`config.mk`:
```
export PLATFORM = sky130hd
export DESIGN_NAME = ctwc_queue
export DESIGN_NICKNAME = d
export VERILOG_FILES = /design/src/rtl/core/connection_table_with_credit_core_defines.svh /design/src/rtl/core/ctwc_pkg.sv /design/src/rtl/core/ctwc_queue.sv
export SDC_FILE = /design/constraint.sdc
export NUM_CORES = 1
export LEC_CHECK = 0
export BUFFER_PORTS_ARGS = -buffer_cell sky130_fd_sc_hd__clkbuf_2
export CORE_UTILIZATION = 34
export CTS_CLUSTER_SIZE = 14
export DETAILED_ROUTE_END_ITERATION = 6
export RECOVER_POWER = 100
export SYNTH_ARGS = -nofsm -noshare
export SYNTH_HDL_FRONTEND = slang
export SYNTH_SLANG_ARGS = --single-unit
```
`constraint.sdc`:
```
create_clock -name clk_i -period 3.6 [get_ports clk_i]
set_input_delay 0.36 -clock clk_i [delete_from_list [all_inputs] [get_ports clk_i]]
set_output_delay 0.36 -clock clk_i [all_outputs]
set_load 0.05 [all_outputs]
```
`src/rtl/core/connection_table_with_credit_core_defines.svh`:
```
// ----------------------------------------------------------------------------
// connection table assertion macros
// shared concurrent assertion forms, clocked on the rising edge and
// disabled while reset is asserted
// ----------------------------------------------------------------------------
`ifndef CONNECTION_TABLE_WITH_CREDIT_CORE_DEFINES_SVH
`define CONNECTION_TABLE_WITH_CREDIT_CORE_DEFINES_SVH

// condition that holds at every edge out of reset
`define CTWC_ASSERT_ALWAYS(lbl, clk, rst_n, prop, msg) \
  lbl: assert property (@(posedge clk) disable iff (!rst_n) (prop)) else $error(msg);

// same-cycle implication
`define CTWC_ASSERT_IMP(lbl, clk, rst_n, ante, cons, msg) \
  lbl: assert property (@(posedge clk) disable iff (!rst_n) (ante) |-> (cons)) else $error(msg);

// next-cycle implication
`define CTWC_ASSERT_NEXT(lbl, clk, rst_n, ante, cons, msg) \
  lbl: assert property (@(posedge clk) disable iff (!rst_n) (ante) |=> (cons)) else $error(msg);

`endif

```
`src/rtl/core/ctwc_pkg.sv`:
```
// ----------------------------------------------------------------------------
// ctwc_pkg
// types, codes and constants shared by the connection table blocks
// ----------------------------------------------------------------------------
`timescale 1ns / 1ps

package ctwc_pkg;

  localparam int unsigned CAPACITY_DEF    = 64;
  localparam int unsigned ID_SPACE_DEF    = 1024;
  localparam int unsigned QUEUE_DEPTH     = 2;
  localparam logic [30:0] INIT_WINDOW_RST = 31'd65536;

  localparam logic [2:0] STATE_FREE = 3'd0;
  localparam logic [2:0] STATE_OPEN = 3'd1;

  localparam logic signed [31:0] WIN_MAX = 32'sh7fff_ffff;
  localparam logic signed [31:0] WIN_MIN = 32'sh8000_0000;

  typedef enum logic [2:0] {
    CMD_OPEN      = 3'd0,
    CMD_CLOSE     = 3'd1,
    CMD_SET_STATE = 3'd2,
    CMD_READ      = 3'd3,
    CMD_ADD       = 3'd4,
    CMD_SUB       = 3'd5
  } cmd_e;

  typedef enum logic [1:0] {
    ST_OK     = 2'd0,
    ST_FULL   = 2'd1,
    ST_IN_USE = 2'd2,
    ST_RANGE  = 2'd3
  } status_e;

  // decoded command as it sits in the queue
  typedef struct packed {
    cmd_e               op;
    logic               bad;
    logic               by_slot;
    logic               id_ok;
    logic [9:0]         conn_id;
    logic [5:0]         slot_number;
    logic [2:0]         code;
    logic signed [31:0] amount;
  } cmd_t;

  // one table slot
  typedef struct packed {
    logic [9:0]         id;
    logic [2:0]         state;
    logic signed [31:0] window;
  } entry_t;

  typedef struct packed {
    status_e            status;
    logic [5:0]         slot;
    logic [9:0]         id;
    logic [2:0]         state;
    logic signed [31:0] window;
    logic [6:0]         count;
  } result_t;

  function automatic result_t err_result(status_e st, logic [6:0] cnt);
    result_t r;
    r        = '0;
    r.status = st;
    r.count  = cnt;
    return r;
  endfunction

endpackage

```
`src/rtl/core/ctwc_queue.sv`:
```
// ----------------------------------------------------------------------------
// ctwc_queue
// short fifo of decoded commands between front and back end
// ----------------------------------------------------------------------------
`timescale 1ns / 1ps

module ctwc_queue (
  input  logic           clk_i,
  input  logic           rst_ni,
  input  logic           push_i,
  input  ctwc_pkg::cmd_t item_i,
  output logic           full_o,
  input  logic           pop_i,
  output logic           valid_o,
  output ctwc_pkg::cmd_t item_o
);
  import ctwc_pkg::*;

  localparam int unsigned PtrW = (QUEUE_DEPTH > 1) ? $clog2(QUEUE_DEPTH) : 1;
  localparam int unsigned FillW = $clog2(QUEUE_DEPTH + 1);

  cmd_t             buf_q [QUEUE_DEPTH];
  logic [PtrW-1:0]  wr_q, wr_d;
  logic [PtrW-1:0]  rd_q, rd_d;
  logic [FillW-1:0] fill_q, fill_d;

  assign full_o  = (fill_q == FillW'(QUEUE_DEPTH));
  assign valid_o = (fill_q != '0);
  assign item_o  = buf_q[rd_q];

  always_comb begin
    wr_d   = wr_q;
    rd_d   = rd_q;
    fill_d = fill_q;
    if (push_i) begin
      wr_d = (wr_q == PtrW'(QUEUE_DEPTH - 1)) ? '0 : wr_q + 1'b1;
    end
    if (pop_i) begin
      rd_d = (rd_q == PtrW'(QUEUE_DEPTH - 1)) ? '0 : rd_q + 1'b1;
    end
    if (push_i && !pop_i) begin
      fill_d = fill_q + 1'b1;
    end else if (pop_i && !push_i) begin
      fill_d = fill_q - 1'b1;
    end
  end

  always_ff @(posedge clk_i or negedge rst_ni) begin
    if (!rst_ni) begin
      wr_q   <= '0;
      rd_q   <= '0;
      fill_q <= '0;
    end else begin
      wr_q   <= wr_d;
      rd_q   <= rd_d;
      fill_q <= fill_d;
    end
  end

  always_ff @(posedge clk_i) begin
    if (push_i) begin
      buf_q[wr_q] <= item_i;
    end
  end

endmodule

```
==> summary.txt <==
status -> finished with violations
failing checks -> capacitance limit, slew limit
P&R area growth vs syn -> 28.0%
post-synthesis area per instance -> 22.7 um2
final core utilization -> 0.446
syn_nets -> 255
Rel. slew slack -> -0.0521
HP Class -> in2reg
drt initial violations -> 71
WL/cell -> 14.6 um
Reg clk slew, reported paths -> 0.05 ns
antenna violations before repair -> 0
PwrDens -> 979 mW/mm2
Final Skew -> 0.00401 ns
fin crit share -> 0.771
min Tclk post-route -> 2.77 ns
die footprint -> 0.0133 mm2
M1 GR Usage -> 0.126
most common library cells after synthesis -> 114 x edfxtp_1, 37 x mux2_2, 20 x mux2_4, 4 x dfrtp_1, 4 x xor2_1
maximum vdd ir drop -> 0.565 mV
worst path arrival time -> 2.80 ns
Psw -> 2.12 mW
nets -> 391
Leak -> 1.96 nW
worst skew pair latency -> 0.40 ns
Std-Cell Rows -> 41
maximum number of pins on one net before global-route repair -> 59
Worst Tran Pin Value -> 1.57 ns
Post-synth ARST share -> 0.0339
RSZ-0062 raised after global routing -> false
CP startpoint kind -> flop
starting density of the core -> 0.348
detailed-route via count -> 2225
CP Capture Type -> flop
core area -> 0.0126 mm2
H-tree lvl count -> 4
endpoints failing hold -> 0
Post-route DRC -> 0
most area-hungry cell type in the Yosys netlist -> edfxtp_1
combinational share of power -> 0.340
final setup violation count -> 0
max_cap viols -> 1
critical setup path kind -> reg2reg
largest cells by area after synthesis -> edfxtp_1 78%, mux2_2 9.5%, mux2_4 6.9%
Post-Syn Area -> 0.00438 mm2
die height -> 115 um
Detailed Place HPWL -> 4740 um
count leader, synth -> edfxtp_1
fin. max-slew vios -> 31
I/O pins -> 120
Netlist cell types -> 14
width of the die -> 115 um
Remaining Overflow, GRT -> 0
clock share of power -> 0.286
critical path fanouts, max -> 30
overall global routing resource usage -> 0.118
clock buffer depth -> 2
sum of negative setup slack -> 0 ns
Routed WL -> 7520 um
vias in the first global route -> 2254
grt met3 use -> 0.0601
fraction of layout cells with a size suffix above 1 -> 0.319
clock root buffer -> clkbuf_16
busiest layer in global routing -> met2
Ys Warns -> 0
clock sink count -> 118
EDFF count, synth -> 114
Max Clk Rate -> 360 MHz
CTS tree -> built
drt via density -> 4.33
gate count after technology mapping -> 193
total CTS buffers -> 17
cts repair resizes -> 0
ANT nets after route -> 0
post-synthesis sequential area ratio -> 0.805
Sequential Power Share -> 0.374
first-pass GRT wire length -> 11100 um
met2 usage -> 0.196
#FFs+latches synth -> 118
Pre-antenna DRT Iters -> 4
Post-synth top flop -> edfxtp_1
Synth top area share -> 0.782
port buffer count -> 119
switch share -> 0.386
RePlAce Congestion -> 0.632
Antenna Cells -> 0
internal power component -> 3.37 mW
Worst EP required -> 3.63 ns
==> stage by stage <==
step	instances	worst slack [ns]	hold slack, ns	total power, mW	area, um2
finish	514	0.825	0.145	5.48	5600
global route	514	0.579	0.121	5.72	5600
global placement	481	1.50	0.169	4.05	5190
CTS	514	1.03	0.119	5.66	5760
floorplan	193	0.181	0.0644	3.66	4380
detailed placement	481	1.49	0.169	4.07	5190
==> power groups by stage <==
stage	clock network [mW]	registers, mW	logic [mW]
3_5_place_dp	0	2.09	1.98
4_1_cts	1.61	2.06	1.99
2_1_floorplan	0	1.92	1.73
5_1_grt	1.66	2.09	1.96
6_report	1.57	2.05	1.86
3_3_place_gp	0	2.07	1.98
==> critical path, cell delays in order (launching register included) <==
cell      delay (ns)
dfrtp_1         0.41
nor2b_2         1.20
clkbuf_2        0.77
==> cell families after synthesis <==
family,synth area share
adder cells (fa/ha/maj),0.00286
AND/OR/NAND/NOR,0.00657
multiplexers,0.164
XOR/XNOR,0.0100
flip-flops,0.805
buffers and inverters,0.0120
==> timing repair <==
action / 4_1_cts / 5_1_grt
endpoints found under the setup margin: 0 / 0
hold buffers: 1 / 0
setup buffers: 0 / 0
hold endpoints to repair: 4 / 0
==> flip-flops by register name (all words and copies together), names as in the netlist <==
| signal | count |
|---|---|
| rd_q | 1 |
| buf_q | 114 |
| wr_q | 1 |
| fill_q | 2 |
==> metal layers <==
metal	wire, um	part of all wire
met2	3790	0.50
met1	3090	0.41
met5	0	0
met4	102	0.014
met3	538	0.072
==> final cells by class <==
class,count,area [um2]
fillers,1155,6970
flip-flops and latches,118,3530
multi-input cells,68,806
repair buffers,123,492
clock buffers,21,450
well taps,172,215
clock inverters,11,108
inverters,1,3.75
==> layout by cell type (no fill, tap or decap) <==
cell type,instances
and2_2,1
clkbuf_1,106
mux2_2,37
nor2b_1,1
inv_1,1
dlygate4sd3_1,1
nor2_1,1
clkinvlp_4,1
clkbuf_16,17
xor2_1,4
ha_1,1
mux2_4,20
clkbuf_8,1
dfrtp_4,1
clkinv_2,8
xnor2_1,1
or2_2,1
edfxtp_1,114
clkbuf_2,19
dfrtp_1,3
bufinv_16,2
nor2b_2,1
==> final timing paths <==
kind,startpoint,to,slack (ns),cells past startpoint
min reg2reg,fill_q[1],fill_q[1],0.50,1
min,item_i[33],buf_q[1][33],0.15,1
max in group asynchronous,rst_ni,rd_q,3.09,2
max,wr_q,buf_q[0][43],0.83,2
max reg2reg,wr_q,buf_q[0][43],0.83,2
min in group asynchronous,rst_ni,fill_q[0],0.31,2
No activity file was read; power rests on OpenSTA's default activity.
